--- config.mk ---
export PLATFORM = sky130hd
export DESIGN_NAME = lidar_point_range_filter_top
export DESIGN_NICKNAME = d
export VERILOG_FILES = /design/src/rtl/core/lprf_pkg.sv /design/src/rtl/core/lidar_point_range_filter_top.sv
export SDC_FILE = /design/constraint.sdc
export NUM_CORES = 2
export LEC_CHECK = 0
export BUFFER_PORTS_ARGS = -buffer_cell sky130_fd_sc_hd__buf_2
export CAP_MARGIN = 30
export CORE_ASPECT_RATIO = 2
export CORE_UTILIZATION = 40
export CTS_CLUSTER_DIAMETER = 50
export CTS_CLUSTER_SIZE = 28
export DETAILED_ROUTE_END_ITERATION = 8
export GPL_ROUTABILITY_DRIVEN = 0
export MAX_ROUTING_LAYER = met4
export PLACE_DENSITY = 0.55
export SYNTH_ARGS = -nofsm -noshare
export SYNTH_HDL_FRONTEND = slang
export SYNTH_SLANG_ARGS = --single-unit
--- constraint.sdc ---
create_clock -name clk -period 14.3 [get_ports clk]
set_input_delay 1.43 -clock clk [delete_from_list [all_inputs] [get_ports clk]]
set_output_delay 1.43 -clock clk [all_outputs]
set_load 0.01 [all_outputs]
--- src/rtl/core/lprf_pkg.sv ---
// ----------------------------------------------------------------------------
// Lidar point range filter package
// Shared widths, register indexes, mode codes and constants.
// ----------------------------------------------------------------------------
`timescale 1ns / 1ps

package lprf_pkg;

	// Default coordinate width in bits.
	localparam int COORD_BITS_DEF = 20;

	// Bits of the fixed-width fields in an input and an output beat.
	localparam int IN_FIXED_BITS  = 64;
	localparam int OUT_FIXED_BITS = 76;

	// Configuration port.
	localparam int CFG_ADDR_W = 3;
	localparam int CFG_DATA_W = 19;

	localparam logic [CFG_ADDR_W-1:0] REG_LIDAR_MODE   = 3'd0;
	localparam logic [CFG_ADDR_W-1:0] REG_LINE_COUNT   = 3'd1;
	localparam logic [CFG_ADDR_W-1:0] REG_DECIMATION   = 3'd2;
	localparam logic [CFG_ADDR_W-1:0] REG_MIN_RANGE_MM = 3'd3;
	localparam logic [CFG_ADDR_W-1:0] REG_MAX_RANGE_MM = 3'd4;

	// Register reset values.
	localparam logic [7:0]  LINE_COUNT_RST = 8'd6;
	localparam logic [15:0] DECIMATION_RST = 16'd1;
	localparam logic [18:0] MIN_RANGE_RST  = 19'd0;
	localparam logic [18:0] MAX_RANGE_RST  = 19'h7FFFF;

	// Sensor modes.
	localparam logic [1:0] MODE_PACKET  = 2'd0;
	localparam logic [1:0] MODE_SPIN_US = 2'd1;
	localparam logic [1:0] MODE_SPIN_NS = 2'd2;

	// Packet-mode tag check: bits 5:4 must read 00 or 01.
	localparam logic [7:0] TAG_FIELD_MASK = 8'h30;
	localparam logic [7:0] TAG_OK_SINGLE  = 8'h10;
	localparam logic [7:0] TAG_OK_NONE    = 8'h00;

	// Range output.
	localparam int         RANGE_W   = 20;
	localparam logic [19:0] RANGE_MAX = 20'hFFFFF;

	// Nanosecond to microsecond conversion, radix-4 long division.
	localparam int NS_PER_US = 1000;
	localparam int NS_HALF   = 500;
	localparam int TIME_W    = 32;
	localparam int DIV_DW    = 34;
	localparam int DIV_STEPS = DIV_DW / 2;
	localparam int DIV_REM_W = 10;
	localparam int DIV_SH_W  = DIV_REM_W + 2;

endpackage

--- src/rtl/core/lidar_point_range_filter_top.sv ---
// ----------------------------------------------------------------------------
// Lidar point range filter
// Range window, line, tag and decimation filter for one lidar point a beat.
// ----------------------------------------------------------------------------
// The input stream carries one point per beat; the output stream carries the
// points that survive the filter, each with its time in microseconds and, in
// the spinning modes, its integer range. Dropped points produce no beat.
// Registers are written through the cfg port and must only change while the
// block is idle.
// Each point is accepted, then the squares of its x, y and z are formed on
// a shared multiplier and summed into the squared range, then a bit-serial
// square root retires one result bit per cycle, and a last step decides and
// writes the result. The radix-4 time division runs beside the square root.
// Reset clears the registers to their defaults, the previous point to zero
// and the scan index to zero, and empties the output register.
// When the receiver stalls, the finished beat waits in the output register
// while the next point is accepted and worked on; the block only holds its
// next decision until that register is free.
// ----------------------------------------------------------------------------
`timescale 1ns / 1ps

module lidar_point_range_filter_top #(
	parameter int COORD_BITS = lprf_pkg::COORD_BITS_DEF
) (
	input  logic clk,
	input  logic arst_n,

	// Point input. tdata from bit 0: pos_x, pos_y, pos_z, reflect, ring_in,
	// tag_in, raw_time, zero padding.
	input  logic s_axis_tvalid,
	output logic s_axis_tready,
	input  logic [((3 * COORD_BITS + lprf_pkg::IN_FIXED_BITS + 7) / 8) * 8 - 1:0] s_axis_tdata,
	// tuser from bit 0: is_number, scan_start.
	input  logic [1:0] s_axis_tuser,

	// Result output. tdata from bit 0: out_x, out_y, out_z, out_intensity,
	// out_ring, out_time_us, out_range_mm, zero padding.
	output logic m_axis_tvalid,
	input  logic m_axis_tready,
	output logic [((3 * COORD_BITS + lprf_pkg::OUT_FIXED_BITS + 7) / 8) * 8 - 1:0] m_axis_tdata,

	// Register write port.
	input  logic                            cfg_we,
	input  logic [lprf_pkg::CFG_ADDR_W-1:0] cfg_addr,
	input  logic [lprf_pkg::CFG_DATA_W-1:0] cfg_wdata
);
	import lprf_pkg::*;

	localparam int CB        = COORD_BITS;
	localparam int OUT_DW    = ((3 * CB + OUT_FIXED_BITS + 7) / 8) * 8;
	localparam int SQW       = 2 * CB;
	localparam int RMW       = CB + 3;
	localparam int CMPW      = (CB > CFG_DATA_W) ? CB : CFG_DATA_W;
	localparam int RTW       = (CB > RANGE_W) ? CB : RANGE_W;
	localparam int SQR_STEPS = 4;
	localparam int LAST_STEP = SQR_STEPS + CB;
	localparam int CNT_W     = $clog2(LAST_STEP + 1);

	typedef enum logic [2:0] {
		ST_IDLE = 3'b001,
		ST_CALC = 3'b010,
		ST_EMIT = 3'b100
	} state_t;

	state_t             state_q;
	logic [CNT_W-1:0]   cnt_q;

	// Configuration registers.
	logic [1:0]         mode_q;
	logic [7:0]         line_count_q;
	logic [15:0]        decim_q;
	logic [18:0]        min_range_q;
	logic [18:0]        max_range_q;

	// State kept from point to point.
	logic [CB-1:0]      last_x_q, last_y_q, last_z_q;
	logic [15:0]        phase_q;
	logic               seen_first_q;

	// The point being worked on.
	logic [CB-1:0]      x_q, y_q, z_q;
	logic [CB-1:0]      mag_x_q, mag_y_q, mag_z_q;
	logic [15:0]        refl_q;
	logic [7:0]         ring_q, tag_q;
	logic [TIME_W-1:0]  time_q;
	logic               num_q, start_q;

	// Arithmetic state.
	logic [SQW-1:0]     prod_q, acc_q;
	logic [RMW-1:0]     rem_q;
	logic [CB-1:0]      root_q;
	logic               differs_q;
	logic [DIV_DW-1:0]  div_n_q;
	logic [DIV_REM_W-1:0] div_r_q;
	logic [TIME_W-1:0]  div_quo_q;

	// Output register.
	logic               out_valid_q;
	logic [OUT_DW-1:0]  out_data_q;

	// Input field views.
	logic [CB-1:0]      in_x, in_y, in_z;
	logic [CB-1:0]      in_mag_x, in_mag_y, in_mag_z;
	logic               in_fire;

	// Step helpers.
	logic [CB-1:0]      sq_op;
	logic [RMW-1:0]     rem_sh, trial;
	logic               take;
	logic [DIV_SH_W-1:0] div_sh;
	logic [DIV_SH_W-1:0] div_rem_nx;
	logic [1:0]         div_digit;

	// Decision helpers.
	logic [15:0]        phase_cur, dec_eff, phase_adv, phase_nx;
	logic [16:0]        phase_inc;
	logic [CMPW-1:0]    root_c, min_c, max_c;
	logic [RTW-1:0]     root_x;
	logic               rem_zero, gt_lo, lt_hi, ge_lo, le_hi, first, tag_ok;
	logic               counted, keep, emit_go;
	logic [7:0]         o_ring;
	logic [TIME_W-1:0]  o_time;
	logic [RANGE_W-1:0] o_range, range_sat;

	assign in_x = s_axis_tdata[0 +: CB];
	assign in_y = s_axis_tdata[CB +: CB];
	assign in_z = s_axis_tdata[2 * CB +: CB];

	// Two's complement magnitudes; the most negative value maps to 2^(CB-1).
	assign in_mag_x = in_x[CB-1] ? (~in_x + CB'(1)) : in_x;
	assign in_mag_y = in_y[CB-1] ? (~in_y + CB'(1)) : in_y;
	assign in_mag_z = in_z[CB-1] ? (~in_z + CB'(1)) : in_z;

	assign s_axis_tready = (state_q == ST_IDLE);
	assign in_fire       = s_axis_tvalid && s_axis_tready;
	assign emit_go       = (state_q == ST_EMIT) && (!out_valid_q || m_axis_tready);

	assign m_axis_tvalid = out_valid_q;
	assign m_axis_tdata  = out_data_q;

	// Operand of the shared squaring multiplier.
	always_comb begin
		case (cnt_q[1:0])
			2'd0:    sq_op = mag_x_q;
			2'd1:    sq_op = mag_y_q;
			default: sq_op = mag_z_q;
		endcase
	end

	// One square-root digit: bring down the next two radicand bits and try
	// four times the partial root plus one.
	assign rem_sh = {rem_q[RMW-3:0], acc_q[SQW-1 -: 2]};
	assign trial  = RMW'({root_q, 2'b01});
	assign take   = (rem_sh >= trial);

	// One radix-4 quotient digit of the time division by 1000.
	assign div_sh = {div_r_q, div_n_q[DIV_DW-1 -: 2]};
	always_comb begin
		if (div_sh >= DIV_SH_W'(3 * NS_PER_US)) begin
			div_digit  = 2'd3;
			div_rem_nx = div_sh - DIV_SH_W'(3 * NS_PER_US);
		end else if (div_sh >= DIV_SH_W'(2 * NS_PER_US)) begin
			div_digit  = 2'd2;
			div_rem_nx = div_sh - DIV_SH_W'(2 * NS_PER_US);
		end else if (div_sh >= DIV_SH_W'(NS_PER_US)) begin
			div_digit  = 2'd1;
			div_rem_nx = div_sh - DIV_SH_W'(NS_PER_US);
		end else begin
			div_digit  = 2'd0;
			div_rem_nx = div_sh;
		end
	end

	// Scan index: a start of scan forces phase zero, a decimation of zero
	// acts as one, and the phase wraps once it reaches the decimation.
	assign phase_cur = start_q ? 16'd0 : phase_q;
	assign dec_eff   = (decim_q == 16'd0) ? 16'd1 : decim_q;
	assign phase_inc = {1'b0, phase_cur} + 17'd1;
	assign phase_adv = (phase_inc >= {1'b0, dec_eff}) ? 16'd0 : phase_inc[15:0];

	// Window tests. The squared range is root^2 + rem, so comparing against
	// a squared integer bound needs only the root and whether rem is zero.
	assign root_c   = CMPW'(root_q);
	assign min_c    = CMPW'(min_range_q);
	assign max_c    = CMPW'(max_range_q);
	assign rem_zero = (rem_q == '0);
	assign gt_lo    = (root_c > min_c) || ((root_c == min_c) && !rem_zero);
	assign lt_hi    = (root_c < max_c);
	assign ge_lo    = (root_c >= min_c);
	assign le_hi    = lt_hi || ((root_c == max_c) && rem_zero);

	assign root_x    = RTW'(root_q);
	assign range_sat = (root_x > RTW'(RANGE_MAX)) ? RANGE_MAX : root_x[RANGE_W-1:0];

	assign first  = start_q || !seen_first_q;
	assign tag_ok = ((tag_q & TAG_FIELD_MASK) == TAG_OK_SINGLE) ||
		((tag_q & TAG_FIELD_MASK) == TAG_OK_NONE);

	always_comb begin
		counted = 1'b0;
		keep    = 1'b0;
		o_ring  = 8'd0;
		o_time  = '0;
		o_range = '0;
		case (mode_q)
			MODE_PACKET: begin
				counted = 1'b1;
				keep    = !first && (ring_q < line_count_q) && tag_ok &&
					(phase_cur == 16'd0) && differs_q && gt_lo && lt_hi;
				o_time  = div_quo_q;
			end
			MODE_SPIN_US, MODE_SPIN_NS: begin
				counted = num_q;
				keep    = num_q && (phase_cur == 16'd0) && ge_lo && le_hi;
				o_ring  = ring_q;
				o_time  = (mode_q == MODE_SPIN_US) ? time_q : div_quo_q;
				o_range = range_sat;
			end
			default: begin
				counted = 1'b0;
				keep    = 1'b0;
			end
		endcase
	end

	assign phase_nx = counted ? phase_adv : phase_cur;

	// Control, configuration and carried state.
	always_ff @(posedge clk or negedge arst_n) begin
		if (!arst_n) begin
			state_q      <= ST_IDLE;
			cnt_q        <= '0;
			mode_q       <= MODE_PACKET;
			line_count_q <= LINE_COUNT_RST;
			decim_q      <= DECIMATION_RST;
			min_range_q  <= MIN_RANGE_RST;
			max_range_q  <= MAX_RANGE_RST;
			last_x_q     <= '0;
			last_y_q     <= '0;
			last_z_q     <= '0;
			phase_q      <= '0;
			seen_first_q <= 1'b0;
			out_valid_q  <= 1'b0;
		end else begin
			if (cfg_we) begin
				case (cfg_addr)
					REG_LIDAR_MODE:   mode_q       <= cfg_wdata[1:0];
					REG_LINE_COUNT:   line_count_q <= cfg_wdata[7:0];
					REG_DECIMATION:   decim_q      <= cfg_wdata[15:0];
					REG_MIN_RANGE_MM: min_range_q  <= cfg_wdata;
					REG_MAX_RANGE_MM: max_range_q  <= cfg_wdata;
					default: ;
				endcase
			end

			case (state_q)
				ST_IDLE: begin
					if (in_fire) begin
						state_q <= ST_CALC;
						cnt_q   <= '0;
					end
				end
				ST_CALC: begin
					cnt_q <= cnt_q + CNT_W'(1);
					if (cnt_q == CNT_W'(LAST_STEP - 1)) begin
						state_q <= ST_EMIT;
					end
				end
				ST_EMIT: begin
					if (emit_go) begin
						state_q      <= ST_IDLE;
						last_x_q     <= x_q;
						last_y_q     <= y_q;
						last_z_q     <= z_q;
						phase_q      <= phase_nx;
						seen_first_q <= 1'b1;
					end
				end
				default: state_q <= ST_IDLE;
			endcase

			if (emit_go && keep) begin
				out_valid_q <= 1'b1;
			end else if (m_axis_tready) begin
				out_valid_q <= 1'b0;
			end
		end
	end

	// Datapath: point capture, squaring, square root, division and result.
	always_ff @(posedge clk) begin
		if (in_fire) begin
			x_q       <= in_x;
			y_q       <= in_y;
			z_q       <= in_z;
			mag_x_q   <= in_mag_x;
			mag_y_q   <= in_mag_y;
			mag_z_q   <= in_mag_z;
			refl_q    <= s_axis_tdata[3 * CB +: 16];
			ring_q    <= s_axis_tdata[3 * CB + 16 +: 8];
			tag_q     <= s_axis_tdata[3 * CB + 24 +: 8];
			time_q    <= s_axis_tdata[3 * CB + 32 +: TIME_W];
			num_q     <= s_axis_tuser[0];
			start_q   <= s_axis_tuser[1];
			div_n_q   <= DIV_DW'(s_axis_tdata[3 * CB + 32 +: TIME_W]) + DIV_DW'(NS_HALF);
			div_r_q   <= '0;
			div_quo_q <= '0;
		end

		if (state_q == ST_CALC) begin
			// Squares leave the multiplier in steps 0 to 2 and are summed one
			// step later, so the sum is complete at the end of step 3.
			if (cnt_q < CNT_W'(3)) begin
				prod_q <= sq_op * sq_op;
			end
			if (cnt_q == CNT_W'(0)) begin
				differs_q <= (x_q != last_x_q) || (y_q != last_y_q) || (z_q != last_z_q);
			end
			if (cnt_q == CNT_W'(1)) begin
				acc_q <= prod_q;
			end else if ((cnt_q == CNT_W'(2)) || (cnt_q == CNT_W'(3))) begin
				acc_q <= acc_q + prod_q;
			end else begin
				acc_q <= acc_q << 2;
			end
			if (cnt_q == CNT_W'(3)) begin
				rem_q  <= '0;
				root_q <= '0;
			end else if (cnt_q >= CNT_W'(SQR_STEPS)) begin
				rem_q  <= take ? (rem_sh - trial) : rem_sh;
				root_q <= {root_q[CB-2:0], take};
			end

			if (cnt_q < CNT_W'(DIV_STEPS)) begin
				div_n_q   <= div_n_q << 2;
				div_r_q   <= div_rem_nx[DIV_REM_W-1:0];
				div_quo_q <= {div_quo_q[TIME_W-3:0], div_digit};
			end
		end

		if (emit_go && keep) begin
			out_data_q <= OUT_DW'({o_range, o_time, o_ring, refl_q, z_q, y_q, x_q});
		end
	end

endmodule

After elaboration in Yosys (flattened, before gate mapping)
Index checks and enable logic that the tools add are counted.
{"block": "classes", "n_lt_le_gt_ge": 13, "n_shift": 0, "reduce_logical": 49, "n_div": 0, "n_mux": 41, "add_sub_neg": 11, "eq_ne": 23, "multipliers": 1, "bitwise_logic": 3}
{"cell": "32-bit 2-to-1 mux", "n": 4}
{"cell": "34-bit 2-to-1 mux", "n": 3}
{"cell": "40-bit 2-to-1 mux", "n": 2}
{"cell": "16-bit 2-to-1 mux", "n": 4}
{"cell": "32-bit one-hot mux with 2 select lines", "n": 1}
{"cell": "20-bit by 1-bit adder with 20-bit output (second input constant)", "n": 3}
{"cell": "10-bit 2-to-1 mux", "n": 6}
{"cell": "20-bit inequality test", "n": 3}
{"cell": "20-bit inverter", "n": 3}
{"cell": "19-bit 2-to-1 mux", "n": 3}
{"cell": "23-bit 2-to-1 mux", "n": 2}
{"cell": "40-bit adder", "n": 1}
{"cell": "20-bit by 19-bit equality test with 1-bit output", "n": 2}
{"cell": "20-bit by 20-bit multiplier with 40-bit output", "n": 1}
{"cell": "20-bit 2-to-1 mux", "n": 2}
{"cell": "20-bit one-hot mux with 2 select lines", "n": 1}
{"cell": "32-bit by 9-bit adder with 33-bit output (second input constant)", "n": 1}
{"cell": "16-bit zero test", "n": 2}
{"cell": "10-bit subtractor (second input constant)", "n": 3}
{"cell": "23-bit by 22-bit greater-or-equal comparator with 1-bit output", "n": 1}
{"cell": "23-bit zero test", "n": 1}
{"cell": "23-bit by 22-bit subtractor with 23-bit output", "n": 1}
{"cell": "20-bit by 19-bit greater-or-equal comparator with 1-bit output", "n": 1}
{"cell": "20-bit by 19-bit > comparator with 1-bit output", "n": 1}
{"cell": "40 further kinds", "n": 89}
{"block": "word_totals", "register_bits": 670, "wordCells": 179, "romBits": 0, "mem_bits_rw": 0, "n_memories": 0, "inputBits": 157, "latch_bits": 0, "out_inout_bits": 138}

Logic depth before layout (Yosys ltp)
{"block": "logic_depth", "ltp_word": 12, "ltp_mapped": 35, "mapped_depth_nobuf": 31}

Worst setup path before layout
No wires, ideal clock.
{"block": "synth_timing", "path_type": "reg-to-reg", "startpoint": "reg cnt_q[1]", "endpoint": "reg prod_q[39], data pin", "stages_incl_launch_ff": 33, "path_slack_ns": 5.967, "required_time_ns": 14.165, "arrival_time_ns": 8.198, "n_path_buf": 5, "setup_ns": 0.135, "period_less_slack_ns": 8.333, "cell_sequence": "dfrtp_1 > inv_1 > ha_1 > buf_6 > nor2_1 > clkbuf_1 > clkbuf_1 > a21o_1 > clkbuf_1 > clkbuf_1 > nand2_1 > fa_1 > inv_1 > fa_1 > inv_1 > fa_1 > inv_1 > fa_1 > fa_1 > fa_1 > inv_1 > fa_1 > inv_1 > ha_1 > a21oi_1 > o21ai_0 > a2111oi_0 > o21bai_1 > a41oi_2 > o31ai_4 > a21oi_1 > mux2_2 > nand3_1"}
{"block": "synth_between", "elab_chain_cells": 3, "word_cells_on_any_way": 4, "classes_between": "mul (1); eq/ne (1); mux (1); reduce/logical (1)"}
{"element": "start: declaration", "line_no": "lidar_point_range_filter_top.sv:66", "source": "logic [CNT_W-1:0] cnt_q;"}
{"element": "start signal: assignment", "line_no": "lidar_point_range_filter_top.sv:264", "source": "cnt_q <= cnt_q + CNT_W'(1);"}
{"element": "2-bit by 1-bit equality test with 1-bit output or 2-bit zero test (tied branches)", "line_no": "lidar_point_range_filter_top.sv:143", "source": "case (cnt_q[1:0])"}
{"element": "20-bit one-hot mux with 2 select lines (*)", "line_no": "lidar_point_range_filter_top.sv:143"}
{"element": "20-bit by 20-bit multiplier with 40-bit output (*)", "line_no": "lidar_point_range_filter_top.sv:314", "source": "prod_q <= sq_op * sq_op;"}
{"element": "end signal: assignment", "line_no": "lidar_point_range_filter_top.sv:314"}
{"element": "end: declaration", "line_no": "lidar_point_range_filter_top.sv:89", "source": "logic [SQW-1:0] prod_q, acc_q;"}
Every way passes the cells marked *; elsewhere a longest branch is shown, timed or not.
A chain may end at the register's enable or synchronous reset.

Worst setup path after layout
{"block": "layout_timing", "startpoint": "reg cnt_q[0]", "endpoint": "reg prod_q[30], data pin"}
The elaborated chain is that of the path after synthesis.

==> impl_results.md <==
- Crit-path slowest cell: a2111oi_0
- Starting density of the core: 40.3%
- Worst-path clk slew: 0.09 ns
- Final Cell Area: 48100 sq um
- Clk_lat worst skew: 0.67 ns
- Total CTS buffers: 49
- Hold path depth: 0
- RSZ-0062 raised after global routing: false
- Total negative slack: 0 ns
- Yosys reg bits: 661
- Register area: 18400 sq um
- # rows: 170
- Synth top cells by count: inv_1, edfxtp_1, nand2_1
- Dominant synthesized flop cell: edfxtp_1
- Initial DRC count: 1489
- Syn. warnings: 0
- Most frequent cell on the critical path: fa_1
- Syn Area/Cell: about 11 sq um
- Unique masters post-synth: 81
- Die span in x: between 200 and 250 microns
- Total Nets Final: around 5000
- Fillers: 10350
- Vias in the first global route: 31694
- Critical Path Start: cnt_q[0]
- CTS max path bufs: 3
- H-tree Lvls: 2
- Seq/Total Area, Yosys: 42.5%
- Core area: between 100000 and 150000 sq um
- Number of port buffers: around 280
- Largest net degree at the start of global routing: 95
- R2R setup slack: 4.07 ns
- Critical path class: reg2reg
- DRC: 0
- Worst path arrival time: 10.60 ns
- Fraction of layout cells with a size suffix above 1: 13.0%
- Final WL: 119 mm
- R2R Path Start: cnt_q[0]
- Ports: ~300
- Final HPWL DP: ~94 mm
- WL/cell: 20.9 microns
- Met3 WL: 3.91 mm
- Cell Area, Synth: 43200 sq um
- Fmax: 97.8 MHz
- Critical path's largest stage delay: between 0.7 and 0.8 ns
- Cell accounting for the most synthesized area: edfxtp_1
- Clock Tree Root: clkbuf_16
- Critical Path Sink: prod_q[30]
- Setup Viol. Count Final: 0
- Yosys top cell area share: 30.3%
- Post-Syn Nets: 4789
- Multi-input logic area: 22500 sq um
- Worst hold slack: 0.428 ns
- Status: finished, final reports clean
- Slew Limit Headroom: 30.8%
- Synth top area cells: edfxtp_1, fa_1, ha_1
- Dpl cell area: 46300 sq um
- Hold Fails Final Rpt: 0
- Initial antenna violation count: 5
- Die area: 109000 sq um
- Via count: 30313
- Met2 WL post-DR: 66.9 mm
- Pre-Repair DR Iteration Count: 5
- R2r endpoint: prod_q[30]
- Asr flop ratio synth: a little under a quarter
- Detail Route Antenna Nets: 0
- Worst Reg2Reg Path Length in Cells: 28
- Crit. End Element: flip-flop
- Max Slew Vio Count: 0
- DR vias/cell: roughly 5.3
- CTS tree: yes
- Post-synthesis cell count: 4061
- Setup bufs post-CTS: 0
- Worst Path Max Fanout: 23
- Hold buffer count at cts: 0
- Worst EP required: 14.67 ns
- Number of synthesized flops with an enable pin: 435
- First-pass GRT wire length: roughly 180 mm
- Met1 Wirelength: about 42 mm
- Grt ovf: 0
- Post-CTS sizing: 0
- Clock sink count: 661
- Max-cap violations: 0
- Layout area overhead: 11.4%
- Gr usage total: 22.7%
- Worst Hold Class: reg2reg
- DR top layer: met4
- Vert. Die Dim: 467 microns
- Tcrit/Tclk final: 71.5%
- Setup Skew: approximately 0.051 ns
- Most frequent cell after synthesis: inv_1
- Crit start category: flip-flop
- Worst Max-Slew Pin Slew: 1.04 ns
- Fin crit period: ~10 ns
-- sequential cells by signal (all words and copies together), names as in the netlist, 23 cells and up --
name	count
acc_q	40
div_n_q	34
div_quo_q	32
m_axis_tdata	136
prod_q	39
rem_q	23
time_q	32
-- area by class of cell --
cell class	instances	area share [%]
clock buffer	52	2.66
sequential	661	38.2
antenna	5	0.0260
clock inverter	39	1.11
inverter	490	3.84
tap	1376	3.58
timing repair buffer	334	3.86
multi-input combinational	2754	46.7
-- metrics by stage --
| stage | utilization, % | instances | setup slack, ns |
|---|---|---|---|
| finish | 44.9 | 5711 | 4.07 |
| global route | 44.9 | 5711 | 3.59 |
| CTS | 44.9 | 5706 | 4.02 |
| detailed placement | 43.2 | 5615 | 4.08 |
| global placement | 43.1 | 5610 | 4.12 |
| floorplan | - | 4061 | 5.97 |
-- worst min path at each step --
stage                       endpoint  slack (ns)       start
finish              m_axis_tdata[73]        0.43  refl_q[13]
global route        m_axis_tdata[69]        0.43   refl_q[9]
CTS                 m_axis_tdata[69]        0.42   refl_q[9]
detailed placement  m_axis_tdata[68]        0.40   refl_q[8]
global placement    m_axis_tdata[62]        0.40   refl_q[2]
floorplan           m_axis_tdata[60]        0.40   refl_q[0]
-- layer usage --
metal / GRT usage [%] / up-vias
li1: - / 14370
met1: 22.2 / 15061
met2: 43.5 / 628
met3: 2.51 / 254
met4: 11.0 / 0
met5: - / -
-- placed cells by master (no fill, tap or decap), types with 36 or more instances in the layout --
cell type  Yosys  final
nand4_1       51     51
fa_1         279    279
a22o_1        36     36
clkbuf_16      0     51
a22oi_1       43     43
inv_1        484    484
nand3_1       91     91
xnor2_1      195    195
buf_4          1     48
xor2_1        58     58
a21o_1        98     98
nand2_1      378    377
dfxtp_1       76     76
ha_1         292    292
dfrtp_1      127    127
a21oi_1      177    172
and2_1        42     43
mux2_2        84     84
o21ai_0      199    199
edfxtp_1     435    435
buf_2          2    282
nor2_1       330    330
-- critical path: cells and delay by family, from the launching register on --
kind / cells / cell delay (ns)
buffers and inverters: 8 / 1.48
flip-flops: 1 / 0.54
AO/OA/AOI/OAI: 8 / 2.96
XOR/XNOR: 1 / 0.14
adder cells (fa/ha/maj): 9 / 4.18
AND/OR/NAND/NOR: 2 / 0.59
-- cell families (layout without fill, tap and decap cells) --
family	count (synthesis)	count (layout)	synth area share, %
AND/OR/NAND/NOR	1091	1091	11.6
AO/OA/AOI/OAI	728	728	10.8
flip-flops	661	661	42.5
buffers and inverters	646	915	5.65
adder cells (fa/ha/maj)	573	573	21.4
XOR/XNOR	253	253	5.13
multiplexers	109	109	2.77
other	0	5	0
Power is left out: the tool's default activity adds up to more than one toggle a clock period on the data nets, which glitch-free logic cannot reach.
